File: config.mk
export PLATFORM = sky130hd
export DESIGN_NAME = countdown_led_ring_timer_top
export DESIGN_NICKNAME = d
export VERILOG_FILES = /design/src/design/clrt_pkg.sv /design/src/design/clrt_div.sv /design/src/design/clrt_ring.sv /design/src/design/countdown_led_ring_timer_top.sv
export SDC_FILE = /design/constraint.sdc
export NUM_CORES = 1
export LEC_CHECK = 0
export BUFFER_PORTS_ARGS = -buffer_cell sky130_fd_sc_hd__buf_2
export CAP_MARGIN = 20
export CORE_MARGIN = 5
export CORE_UTILIZATION = 35
export DETAILED_ROUTE_END_ITERATION = 7
export GPL_TIMING_DRIVEN = 0
export PLACE_DENSITY = 0.57
export SETUP_SLACK_MARGIN = 0.05
export SLEW_MARGIN = 20
export SYNTH_ARGS = -nofsm -noshare
export SYNTH_HDL_FRONTEND = slang
export SYNTH_SLANG_ARGS = --single-unit
File: constraint.sdc
create_clock -name clk -period 7.9 [get_ports clk]
set_input_delay 1.185 -clock clk [delete_from_list [all_inputs] [get_ports clk]]
set_output_delay 1.185 -clock clk [all_outputs]
set_load 0.01 [all_outputs]
File: src/design/clrt_pkg.sv
// Shared types, codes and constants of the countdown LED ring timer.
// Used by clrt_div, clrt_ring and countdown_led_ring_timer_top; no dependencies.
`timescale 1ns / 1ps

package clrt_pkg;

  // Field widths
  localparam int TIME_W    = 31;
  localparam int PERIOD_W  = 16;
  localparam int INDEX_W   = 6;
  localparam int COLOUR_W  = 8;
  localparam int CFG_IDX_W = 2;

  // Scale PIXELS*MAX_LEVEL tops out at 64*255 = 16320, which fits 14 bits
  localparam int QUOT_W  = 14;
  localparam int PROD_W  = QUOT_W + PERIOD_W;
  // Running total: at most 16320, at least about -650 after the clamp floor
  localparam int TOTAL_W = 16;

  localparam int MIN_LEVEL = 10;

  // Defaults of the top-level parameters
  localparam int PIXELS_DEF    = 16;
  localparam int MAX_LEVEL_DEF = 255;

  // Reset values of the period registers, in seconds
  localparam logic [PERIOD_W-1:0] LONG_RESET   = PERIOD_W'(30 * 60);
  localparam logic [PERIOD_W-1:0] SHORT_RESET  = PERIOD_W'(5 * 60);
  localparam logic [PERIOD_W-1:0] MEDIUM_RESET = PERIOD_W'(15 * 60);

  // Item kinds
  typedef enum logic [1:0] {
    KIND_TICK  = 2'd0,
    KIND_START = 2'd1,
    KIND_STOP  = 2'd2
  } kind_t;

  // Period slots, also the colour selector
  localparam logic [1:0] SLOT_LONG   = 2'd0;
  localparam logic [1:0] SLOT_SHORT  = 2'd1;
  localparam logic [1:0] SLOT_MEDIUM = 2'd2;

  // Configuration register indexes
  localparam logic [CFG_IDX_W-1:0] REG_LONG   = 2'd0;
  localparam logic [CFG_IDX_W-1:0] REG_SHORT  = 2'd1;
  localparam logic [CFG_IDX_W-1:0] REG_MEDIUM = 2'd2;

  // Control sequencer states
  typedef enum logic [2:0] {
    ST_IDLE,
    ST_MUL,
    ST_DIVGO,
    ST_DIV,
    ST_EMIT,
    ST_MSG
  } state_t;

  // Command from the sequencer to the ring emitter
  typedef struct packed {
    logic              load_pix;
    logic              load_msg;
    logic              status;
    logic              clr;
    logic [1:0]        slot;
    logic [QUOT_W-1:0] total;
  } ring_cmd_t;

  // Status from the ring emitter
  typedef struct packed {
    logic busy;
    logic slot_free;
  } ring_stat_t;

endpackage

File: src/design/clrt_div.sv
// Bit-serial restoring divider: one quotient bit per cycle.
// Depends on clrt_pkg for the dividend, divisor and quotient widths.
`timescale 1ns / 1ps

module clrt_div (
  input  logic                             clk,
  input  logic                             rst,
  input  logic                             start,
  input  logic [clrt_pkg::PROD_W-1:0]      dividend,
  input  logic [clrt_pkg::PERIOD_W-1:0]    divisor,
  output logic                             done,
  output logic [clrt_pkg::QUOT_W-1:0]      quotient
);

  localparam int CNT_W = $clog2(clrt_pkg::PROD_W + 1);

  logic                            busy;
  logic [CNT_W-1:0]                cnt;
  logic [clrt_pkg::PERIOD_W-1:0]   dvs;
  logic [clrt_pkg::PERIOD_W-1:0]   rem;
  logic [clrt_pkg::PROD_W-1:0]     dq;
  logic [clrt_pkg::PERIOD_W:0]     trial;
  logic                            ge;
  logic [clrt_pkg::PERIOD_W:0]     diff;

  // Bring down the next dividend bit and try the subtraction
  always_comb begin
    trial = {rem, dq[clrt_pkg::PROD_W-1]};
    ge    = (trial >= {1'b0, dvs});
    diff  = trial - {1'b0, dvs};
  end

  // Control: count the quotient bits
  always_ff @(posedge clk) begin
    if (rst) begin
      busy <= 1'b0;
      cnt  <= '0;
      done <= 1'b0;
    end else begin
      done <= 1'b0;
      if (start) begin
        busy <= 1'b1;
        cnt  <= CNT_W'(clrt_pkg::PROD_W);
      end else if (busy) begin
        cnt <= cnt - 1'b1;
        if (cnt == CNT_W'(1)) begin
          busy <= 1'b0;
          done <= 1'b1;
        end
      end
    end
  end

  // Datapath: dividend shifts out at the top, quotient shifts in at the bottom
  always_ff @(posedge clk) begin
    if (start) begin
      dvs <= divisor;
      rem <= '0;
      dq  <= dividend;
    end else if (busy) begin
      rem <= ge ? diff[clrt_pkg::PERIOD_W-1:0] : trial[clrt_pkg::PERIOD_W-1:0];
      dq  <= {dq[clrt_pkg::PROD_W-2:0], ge};
    end
  end

  assign quotient = dq[clrt_pkg::QUOT_W-1:0];

endmodule

File: src/design/clrt_ring.sv
// Ring emitter: walks the pixels from the top index down, one per cycle
// while the result slot is free, and holds the output register of the result channel. Depends on clrt_pkg.
`timescale 1ns / 1ps

module clrt_ring #(
  parameter int PIXELS    = clrt_pkg::PIXELS_DEF,
  parameter int MAX_LEVEL = clrt_pkg::MAX_LEVEL_DEF
) (
  input  logic                              clk,
  input  logic                              rst,
  input  clrt_pkg::ring_cmd_t               cmd,
  output clrt_pkg::ring_stat_t              stat,
  output logic                              out_valid,
  input  logic                              out_ready,
  output logic                              status,
  output logic                              clear_ring,
  output logic                              pixel_valid,
  output logic [clrt_pkg::INDEX_W-1:0]      pixel_index,
  output logic [clrt_pkg::COLOUR_W-1:0]     red,
  output logic [clrt_pkg::COLOUR_W-1:0]     green,
  output logic [clrt_pkg::COLOUR_W-1:0]     blue,
  output logic                              last
);

  localparam logic [clrt_pkg::INDEX_W-1:0] TOP_INDEX = clrt_pkg::INDEX_W'(PIXELS - 1);
  localparam logic signed [clrt_pkg::TOTAL_W-1:0] MIN_S =
    clrt_pkg::TOTAL_W'(clrt_pkg::MIN_LEVEL);
  localparam logic signed [clrt_pkg::TOTAL_W-1:0] MAX_S = clrt_pkg::TOTAL_W'(MAX_LEVEL);

  logic                                  active;
  logic [clrt_pkg::INDEX_W-1:0]          cnt;
  logic signed [clrt_pkg::TOTAL_W-1:0]   total;
  logic [1:0]                            slot;
  logic                                  slot_free;
  logic [clrt_pkg::COLOUR_W-1:0]         level;

  assign slot_free      = !out_valid || out_ready;
  assign stat.busy      = active;
  assign stat.slot_free = slot_free;

  // Clamp the running total into the visible range
  always_comb begin
    if (total < MIN_S) begin
      level = clrt_pkg::COLOUR_W'(clrt_pkg::MIN_LEVEL);
    end else if (total > MAX_S) begin
      level = clrt_pkg::COLOUR_W'(MAX_LEVEL);
    end else begin
      level = total[clrt_pkg::COLOUR_W-1:0];
    end
  end

  // Control: pixel walk and output valid
  always_ff @(posedge clk) begin
    if (rst) begin
      active    <= 1'b0;
      out_valid <= 1'b0;
    end else begin
      if (cmd.load_pix) begin
        active <= 1'b1;
      end else if (active && slot_free && cnt == '0) begin
        active <= 1'b0;
      end
      if (cmd.load_msg || (active && slot_free)) begin
        out_valid <= 1'b1;
      end else if (out_ready) begin
        out_valid <= 1'b0;
      end
    end
  end

  // Datapath: running total, pixel counter and the result register
  always_ff @(posedge clk) begin
    if (cmd.load_pix) begin
      total <= $signed({2'b00, cmd.total});
      slot  <= cmd.slot;
      cnt   <= TOP_INDEX;
    end else if (active && slot_free) begin
      total <= total - $signed({{(clrt_pkg::TOTAL_W - clrt_pkg::COLOUR_W){1'b0}}, level});
      cnt   <= cnt - 1'b1;
    end

    if (cmd.load_msg) begin
      status      <= cmd.status;
      clear_ring  <= cmd.clr;
      pixel_valid <= 1'b0;
      pixel_index <= '0;
      red         <= '0;
      green       <= '0;
      blue        <= '0;
      last        <= 1'b1;
    end else if (active && slot_free) begin
      status      <= 1'b0;
      clear_ring  <= 1'b0;
      pixel_valid <= 1'b1;
      pixel_index <= cnt;
      red         <= (slot == clrt_pkg::SLOT_SHORT) ? level : '0;
      green       <= (slot != clrt_pkg::SLOT_LONG && slot != clrt_pkg::SLOT_SHORT) ?
                     level : '0;
      blue        <= (slot == clrt_pkg::SLOT_LONG) ? level : '0;
      last        <= (cnt == '0);
    end
  end

endmodule

File: src/design/countdown_led_ring_timer_top.sv
// Countdown LED ring timer: top level with timer state, period registers and
// the control sequencer. Depends on clrt_pkg, clrt_div and clrt_ring.
//
// Usage:
//  - Input channel (in_valid/in_ready): one item carries kind, now_seconds and
//    length_select. A tick or an accepted start redraws the ring as PIXELS
//    pixel results, top index first; a refused start, a stop, or a tick that
//    drops an active timer gives one result without a pixel. An idle tick and
//    kind three give nothing.
//  - Result channel (out_valid/out_ready): driven from an output register;
//    last marks the final result of an item.
//  - Configuration channel (cfg_valid/cfg_ready/cfg_index/cfg_data): always
//    ready; indexes 0..2 hold the long, short and medium periods.
//  - Sequencing: a redraw passes through ST_MUL (the scaled product), ST_DIVGO
//    (divider start), ST_DIV and the ring load, then emits its pixels in ST_EMIT;
//    single-result items wait in ST_MSG for a free result slot and an idle ring.
//    Items are taken one at a time: the input is ready only in ST_IDLE.
//  - A stalled receiver holds the current result and pauses the pixel walk;
//    nothing is dropped.
//  - Reset clears the timer to inactive and loads the default periods.
`timescale 1ns / 1ps

module countdown_led_ring_timer_top #(
  parameter int PIXELS    = clrt_pkg::PIXELS_DEF,
  parameter int MAX_LEVEL = clrt_pkg::MAX_LEVEL_DEF
) (
  input  logic                              clk,
  input  logic                              rst,
  input  logic                              in_valid,
  output logic                              in_ready,
  input  logic [1:0]                        kind,
  input  logic [clrt_pkg::TIME_W-1:0]       now_seconds,
  input  logic [1:0]                        length_select,
  output logic                              out_valid,
  input  logic                              out_ready,
  output logic                              status,
  output logic                              clear_ring,
  output logic                              pixel_valid,
  output logic [clrt_pkg::INDEX_W-1:0]      pixel_index,
  output logic [clrt_pkg::COLOUR_W-1:0]     red,
  output logic [clrt_pkg::COLOUR_W-1:0]     green,
  output logic [clrt_pkg::COLOUR_W-1:0]     blue,
  output logic                              last,
  input  logic                              cfg_valid,
  output logic                              cfg_ready,
  input  logic [clrt_pkg::CFG_IDX_W-1:0]    cfg_index,
  input  logic [clrt_pkg::PERIOD_W-1:0]     cfg_data
);

  localparam int SCALE = PIXELS * MAX_LEVEL;

  clrt_pkg::state_t                 state, state_next;
  clrt_pkg::ring_cmd_t              cmd;
  clrt_pkg::ring_stat_t             stat;

  logic [clrt_pkg::PERIOD_W-1:0]    long_period, short_period, medium_period;
  logic                             running;
  logic [clrt_pkg::TIME_W-1:0]      begin_time, end_time;
  logic [clrt_pkg::PERIOD_W-1:0]    active_period;
  logic [1:0]                       active_slot;

  logic [clrt_pkg::PERIOD_W-1:0]    remain;
  logic [clrt_pkg::PROD_W-1:0]      prod;
  logic                             msg_status, msg_clr;

  logic                             accept;
  logic                             in_window;
  logic [clrt_pkg::TIME_W-1:0]      elapsed;
  logic [clrt_pkg::PERIOD_W-1:0]    sel_period;
  logic [clrt_pkg::TIME_W:0]        end_sum;
  logic                             refuse;

  logic                             div_start;
  logic                             div_done;
  logic [clrt_pkg::QUOT_W-1:0]      quotient;

  assign in_ready  = (state == clrt_pkg::ST_IDLE);
  assign cfg_ready = 1'b1;
  assign accept    = in_valid && in_ready;

  // Decode the incoming item against the timer state
  always_comb begin
    in_window = running && (now_seconds >= begin_time) && (now_seconds <= end_time) &&
                (active_period != '0);
    elapsed   = now_seconds - begin_time;
    case (length_select)
      clrt_pkg::SLOT_LONG:   sel_period = long_period;
      clrt_pkg::SLOT_SHORT:  sel_period = short_period;
      clrt_pkg::SLOT_MEDIUM: sel_period = medium_period;
      default:               sel_period = '0;
    endcase
    end_sum = {1'b0, now_seconds} + (clrt_pkg::TIME_W + 1)'(sel_period);
    refuse  = running || (sel_period == '0) || end_sum[clrt_pkg::TIME_W];
  end

  // Period registers and timer state
  always_ff @(posedge clk) begin
    if (rst) begin
      long_period   <= clrt_pkg::LONG_RESET;
      short_period  <= clrt_pkg::SHORT_RESET;
      medium_period <= clrt_pkg::MEDIUM_RESET;
      running       <= 1'b0;
      begin_time    <= '0;
      end_time      <= '0;
      active_period <= '0;
      active_slot   <= '0;
    end else begin
      if (cfg_valid && cfg_ready) begin
        case (cfg_index)
          clrt_pkg::REG_LONG:   long_period   <= cfg_data;
          clrt_pkg::REG_SHORT:  short_period  <= cfg_data;
          clrt_pkg::REG_MEDIUM: medium_period <= cfg_data;
          default: ;
        endcase
      end
      if (accept) begin
        case (kind)
          clrt_pkg::KIND_TICK: begin
            if (!in_window) begin
              running       <= 1'b0;
              begin_time    <= '0;
              end_time      <= '0;
              active_period <= '0;
              active_slot   <= '0;
            end
          end
          clrt_pkg::KIND_START: begin
            if (!refuse) begin
              running       <= 1'b1;
              begin_time    <= now_seconds;
              end_time      <= end_sum[clrt_pkg::TIME_W-1:0];
              active_period <= sel_period;
              active_slot   <= length_select;
            end
          end
          clrt_pkg::KIND_STOP: begin
            running       <= 1'b0;
            begin_time    <= '0;
            end_time      <= '0;
            active_period <= '0;
            active_slot   <= '0;
          end
          default: ;
        endcase
      end
    end
  end

  // Hold the remaining time, the scaled product and the pending message
  always_ff @(posedge clk) begin
    if (accept) begin
      remain     <= (kind == clrt_pkg::KIND_START) ? sel_period :
                    active_period - elapsed[clrt_pkg::PERIOD_W-1:0];
      msg_status <= (kind == clrt_pkg::KIND_START);
      msg_clr    <= (kind != clrt_pkg::KIND_START) && running;
    end
    if (state == clrt_pkg::ST_MUL) begin
      prod <= clrt_pkg::PROD_W'(SCALE) * clrt_pkg::PROD_W'(remain);
    end
  end

  // Sequencer state register
  always_ff @(posedge clk) begin
    if (rst) begin
      state <= clrt_pkg::ST_IDLE;
    end else begin
      state <= state_next;
    end
  end

  // Sequencer: next state and commands
  always_comb begin
    state_next = state;
    div_start  = 1'b0;
    cmd        = '0;
    cmd.status = msg_status;
    cmd.clr    = msg_clr;
    cmd.slot   = active_slot;
    cmd.total  = quotient;
    case (state)
      clrt_pkg::ST_IDLE: begin
        if (accept) begin
          case (kind)
            clrt_pkg::KIND_TICK: begin
              if (in_window) begin
                state_next = clrt_pkg::ST_MUL;
              end else if (running) begin
                state_next = clrt_pkg::ST_MSG;
              end
            end
            clrt_pkg::KIND_START: begin
              state_next = refuse ? clrt_pkg::ST_MSG : clrt_pkg::ST_MUL;
            end
            clrt_pkg::KIND_STOP: state_next = clrt_pkg::ST_MSG;
            default: ;
          endcase
        end
      end
      clrt_pkg::ST_MUL:   state_next = clrt_pkg::ST_DIVGO;
      clrt_pkg::ST_DIVGO: begin
        div_start  = 1'b1;
        state_next = clrt_pkg::ST_DIV;
      end
      clrt_pkg::ST_DIV: begin
        if (div_done) begin
          cmd.load_pix = 1'b1;
          state_next   = clrt_pkg::ST_EMIT;
        end
      end
      clrt_pkg::ST_EMIT: begin
        if (!stat.busy) begin
          state_next = clrt_pkg::ST_IDLE;
        end
      end
      clrt_pkg::ST_MSG: begin
        if (stat.slot_free && !stat.busy) begin
          cmd.load_msg = 1'b1;
          state_next   = clrt_pkg::ST_IDLE;
        end
      end
      default: state_next = clrt_pkg::ST_IDLE;
    endcase
  end

  clrt_div u_div (
    .clk      (clk),
    .rst      (rst),
    .start    (div_start),
    .dividend (prod),
    .divisor  (active_period),
    .done     (div_done),
    .quotient (quotient)
  );

  clrt_ring #(
    .PIXELS    (PIXELS),
    .MAX_LEVEL (MAX_LEVEL)
  ) u_ring (
    .clk         (clk),
    .rst         (rst),
    .cmd         (cmd),
    .stat        (stat),
    .out_valid   (out_valid),
    .out_ready   (out_ready),
    .status      (status),
    .clear_ring  (clear_ring),
    .pixel_valid (pixel_valid),
    .pixel_index (pixel_index),
    .red         (red),
    .green       (green),
    .blue        (blue),
    .last        (last)
  );

endmodule
### Yosys cells after proc, flatten, opt, wreduce, memory -nomap -nowiden

Cells that the tools add are included.

| operators by class | value |
|---|---|
| muxes and demuxes | 53 |
| add/sub/neg operators | 7 |
| order comparisons | 5 |
| bitwise gates (word level) | 1 |
| reduce and logical (&&, ||, !) cells | 37 |
| multipliers | 1 |
| equality and inequality tests | 23 |

Operators with widths:

| cell | number |
|---|---|
| $pmux 31 s3 | 2 |
| $pmux 16 s3 | 2 |
| $mux 31 | 3 |
| $mux 16 | 4 |
| $sub 16x16->16 | 3 |
| $mux 8 | 5 |
| $add 31x16->32 | 1 |
| $ge 31x31->1 | 1 |
| $le 31x31->1 | 1 |
| $mux 30 | 1 |
| $mux 14 | 2 |
| $mux 28 | 1 |
| $mul 8x16->24 const A | 1 |
| $mux 3 | 7 |
| $mux 1 | 18 |
| $pmux 3 s6 | 1 |
| $ge 17x16->1 | 1 |
| $gt 16x9->1 const B | 1 |
| $logic_not 16->1 | 1 |
| $lt 16x5->1 const B | 1 |
| $reduce_bool 16->1 | 1 |
| $sub 16x9->16 | 1 |
| $reduce_bool 2->1 | 6 |
| $mux 5 | 2 |
| other kinds (29) | 60 |

| word-level totals | value |
|---|---|
| flip-flop bits (word level) | 303 |
| logic and storage cells | 162 |
| input bits | 58 |

### Longest topological paths before layout

| logic depth | value |
|---|---|
| depth after elaboration | 9 |
| depth in mapped cells | 17 |
| depth with buffers taken out | 17 |

### Hierarchy

A second synthesis with hierarchy kept.

| second synthesis, totals | value |
|---|---|
| cell total of the unflattened synthesis | 2307 |
| area, all modules | 21001.4 um^2 |

Modules (own cells, without submodules):

| module | times used | seq. area each (um^2) | cells an instance | area an instance (um^2) |
|---|---|---|---|---|
| countdown_led_ring_timer_top | 1 | 3903.7 | 1611 | 14172.3 |
| clrt_div | 1 | 1841.8 | 378 | 3935.0 |
| clrt_ring | 1 | 1381.3 | 318 | 2894.0 |

### Least setup slack after synthesis

No wires, ideal clock.

| timing path | value |
|---|---|
| path type | register to register |
| start | reg remain[6] (netlist bit) |
| end | reg prod[27] (netlist bit) (data pin) |
| required time | 7640 ps |
| cell stages (with the launch flop) | 18 |
| setup slack | 2985 ps |
| arrival | 4655 ps |
| buffers on the path | 0 |
| cell sequence | edfxtp_1 -> inv_1 -> fa_1 -> fa_1 -> inv_1 -> fa_1 -> inv_1 -> fa_1 -> inv_1 -> ha_1 -> and3_1 -> and3_1 -> a21oi_1 -> o31ai_1 -> o41ai_1 -> o211ai_1 -> a21oi_1 -> xnor2_1 |

| on the way | value |
|---|---|
| word-level cells in the longest chain between the ends | 1 |

Ends and longest elaborated chain:

| item | RTL line | text |
|---|---|---|
| start, declared | countdown_led_ring_timer_top.sv:62 | `logic [clrt_pkg::PERIOD_W-1:0] remain;` |
| start signal, assigned | countdown_led_ring_timer_top.sv:152 | `remain <= (kind == clrt_pkg::KIND_START) ? sel_period :` |
| $mul 8x16->24 | countdown_led_ring_timer_top.sv:158 | `prod <= clrt_pkg::PROD_W'(SCALE) * clrt_pkg::PROD_W'(remain);` |
| end signal, assigned | countdown_led_ring_timer_top.sv:158 |  |
| end, declared | countdown_led_ring_timer_top.sv:63 | `logic [clrt_pkg::PROD_W-1:0] prod;` |

No other way between the ends.
A chain may end at the register's enable or synchronous reset.

### Worst setup path in the final report

Ends and elaborated chain as after synthesis.

==> metrics.csv <==
metric;value;unit
outcome;finished clean;
cts_tree;yes;
slew_headroom;0.2284;
yosys_register_bits;303;
cts_max_level;2;
drtPass1Iterations;6;
worst-setup-path-type;flop to flop;
seq_power_share;0.267;
cts_resized;0;
p_sw_frac;0.3917;
worst_hold_startpoint;u_ring.blue[3]$_SDFFE_PP0P_;
final_cells;3149;
use_met2;0.2816;
cts_setup_buffers;0;
p_clk_frac;0.206;
start_util;0.3539;
fin_setup_tns;0;ps
die_y;248.8;um
rsz0062_at_grt;no;
crit_slowest_cell;o41ai_1;
grtUsageMet1;0.2091;
crit_fanout;4;
busiest_layer;met2;
dp_slack;2513;ps
fin_worst_skew;36.66;ps
multi_input_area;11260;um2
insertedDiodeCount;0;
fp-row-count;87;
cts_buffer_depth;3;
yosysMostFrequentCell;nand2_1;
clk_latency;550;ps
hold_buffers;0;
maxCapViolCount;0;
fillers;5701;
yosysTopAreaCell;dfxtp_1;
dp.cells;3082;
intPower;4.853;mW
yosys_warnings;0;
core_area;56390;um2
clkSlewWorstSetupHoldPaths;60;ps
worstPathRequired;8160;ps
tightest_slew;1157;ps
hold_class;flop to flop;
antenna_found_initial;0;
synthTopCellsByCount;nand2_1, inv_1, a21oi_1;
crit_arrival;5680;ps
dp_hpwl;40.77;mm
area_delta_synth_final;13.00;%
crit_chain;inv_1 -> fa_1 -> fa_1 -> inv_1 -> fa_1 -> inv_1 -> fa_1 -> inv_1 -> ha_1 -> and3_1 -> and3_1 -> a21oi_1 -> o31ai_1 -> o41ai_1 -> o211ai_1 -> a21oi_1 -> xnor2_1;
synthFlopType;dfxtp_1;
drv_slew;0;
ios;95;
grt-ovfl-total;0;
avgSynthCellArea;8.932;um2
yosys.cell_types.count;81;
place.gp.congestion;0.8770;
power_density;353.8;nW/um2
via_per_inst;4.997;
finalCriticalPeriod;5414;ps
grt_max_degree;31;
syn_nets;2564;
place_area;21370;um2
fmax;184.7;MHz
synth_top_area_share;0.1976;
drive_above_1_share;0.08483;
fin_nets;2695;
cts_sinks;303;
p_sw;3.125;mW
ant_nets;0;
synthTopCellsByArea;dfxtp_1, edfxtp_1, ha_1, fa_1, nand2_1;
grt_pass1_wl;83.61;mm
synth-edff-count;106;
startpoint;remain[6]$_DFFE_PP_;
final_area;22550;um2
die_w;248.8;um
track_usage;0.1640;
root_buffer;clkbuf_16;
ys_async_sr_fraction;0;
syn_area;19950;um2
max_stage_delay;680;ps
end_kind;flop;
io_buffers;90;
drt_iter0_markers;991;
setup_violations;0;
hold_viol_final;0;
p_comb_frac;0.527;
synthCells;2234;
fp.dieArea;61890;um2
drc;0;
p_leak;9.467;nW
routed_wl;52.20;mm
numCtsBuffers;37;
start_kind;flop;
fin_ws;2486;ps
via_count;15737;
r2r_start;remain[6]$_DFFE_PP_;
peakVddDrop;0.3397;mV
avgRoutedWirePerCell;16.58;um
register_area;7127;um2
ys_seq_area_frac;0.3572;
met3_usage;0.02756;
fin_crit_sh;0.6853;
grt_pass1_vias;15723;
[worst max-delay path, delay by kind of cell, from the launching register on]
family,cells,cell delay [ps]
AO/OA/AOI/OAI,5,1360
XOR/XNOR,1,80
adder cells (fa/ha/maj),5,2500
buffers and inverters,4,370
flip-flops,1,420
AND/OR/NAND/NOR,2,410
[state kept, by name (all words and copies together) (netlist names), 16 cells and up]
signal / cells
short_period: 16
long_period: 16
u_div.dq: 30
u_div.rem: 16
active_period: 16
medium_period: 16
begin_time: 31
remain: 16
prod: 24
u_ring.total: 16
end_time: 31
u_div.dvs: 16
[layout make-up]
class,instances,area share
clock inverters,15,0.003940
multi-input cells,1550,0.4994
flip-flops and latches,303,0.3161
well taps,756,0.04195
repair buffers,92,0.02064
plain buffers,88,0.02098
inverters,293,0.04878
clock buffers,52,0.04822
[cell families after synthesis]
group	synth area share
buf+inv	0.07876
compound gates	0.1448
xor+xnor	0.03819
simple gates	0.1616
mux	0.01561
other cells	0.0001879
flops	0.3572
fa+ha+maj	0.2037
[layer usage]
layer  vias to the layer above  wire length, um
met1                      7412            22980
met5                         -                0
met3                       105             2522
met2                       363            24820
li1                       7857                -
met4                         0             1874
[final timing paths]
check	to	slack [ps]	cells past startpoint
worst min register to register	u_ring.blue[3]$_SDFFE_PP0P_	450	2
worst max-delay path	prod[27]$_DFFE_PP_	2490	17
worst max register to register	prod[27]$_DFFE_PP_	2490	17
worst min-delay path	u_ring.blue[3]$_SDFFE_PP0P_	450	2
[through the flow]
step                      hold slack [ps]  utilization  total power, mW
after floorplan                     408.1            -            5.517
after global placement              432.5       0.3786            6.266
after detailed placement            437.8       0.3790            6.372
after CTS                           452.5       0.3999            8.060
after global routing                466.2       0.3999            8.734
final                               448.3       0.3999            7.978
[cell usage in the layout (no fill, tap or decap), drive strengths merged, types with 17 or more instances in the layout]
cell type,instances
nor2,78
inv,294
buf,129
clkbuf,103
xnor2,56
xor2,31
ha,184
nand2,346
a21o,26
a211oi,20
edfxtp,106
nand3b,19
fa,88
dfxtp,197
o21a,17
mux2i,30
nor4,18
nor3,25
o21ai,90
nand3,101
a21oi,207
[power by group through the flow]
stage	sequential (mW)	clock, mW	combinational (mW)
4_1_cts	2.13	1.69	4.24
3_3_place_gp	2.16	0	4.11
2_1_floorplan	2.13	0	3.39
3_5_place_dp	2.16	0	4.21
5_1_grt	2.15	1.75	4.83
6_report	2.13	1.64	4.21
Note: power is estimated with default switching activity, not from simulation.
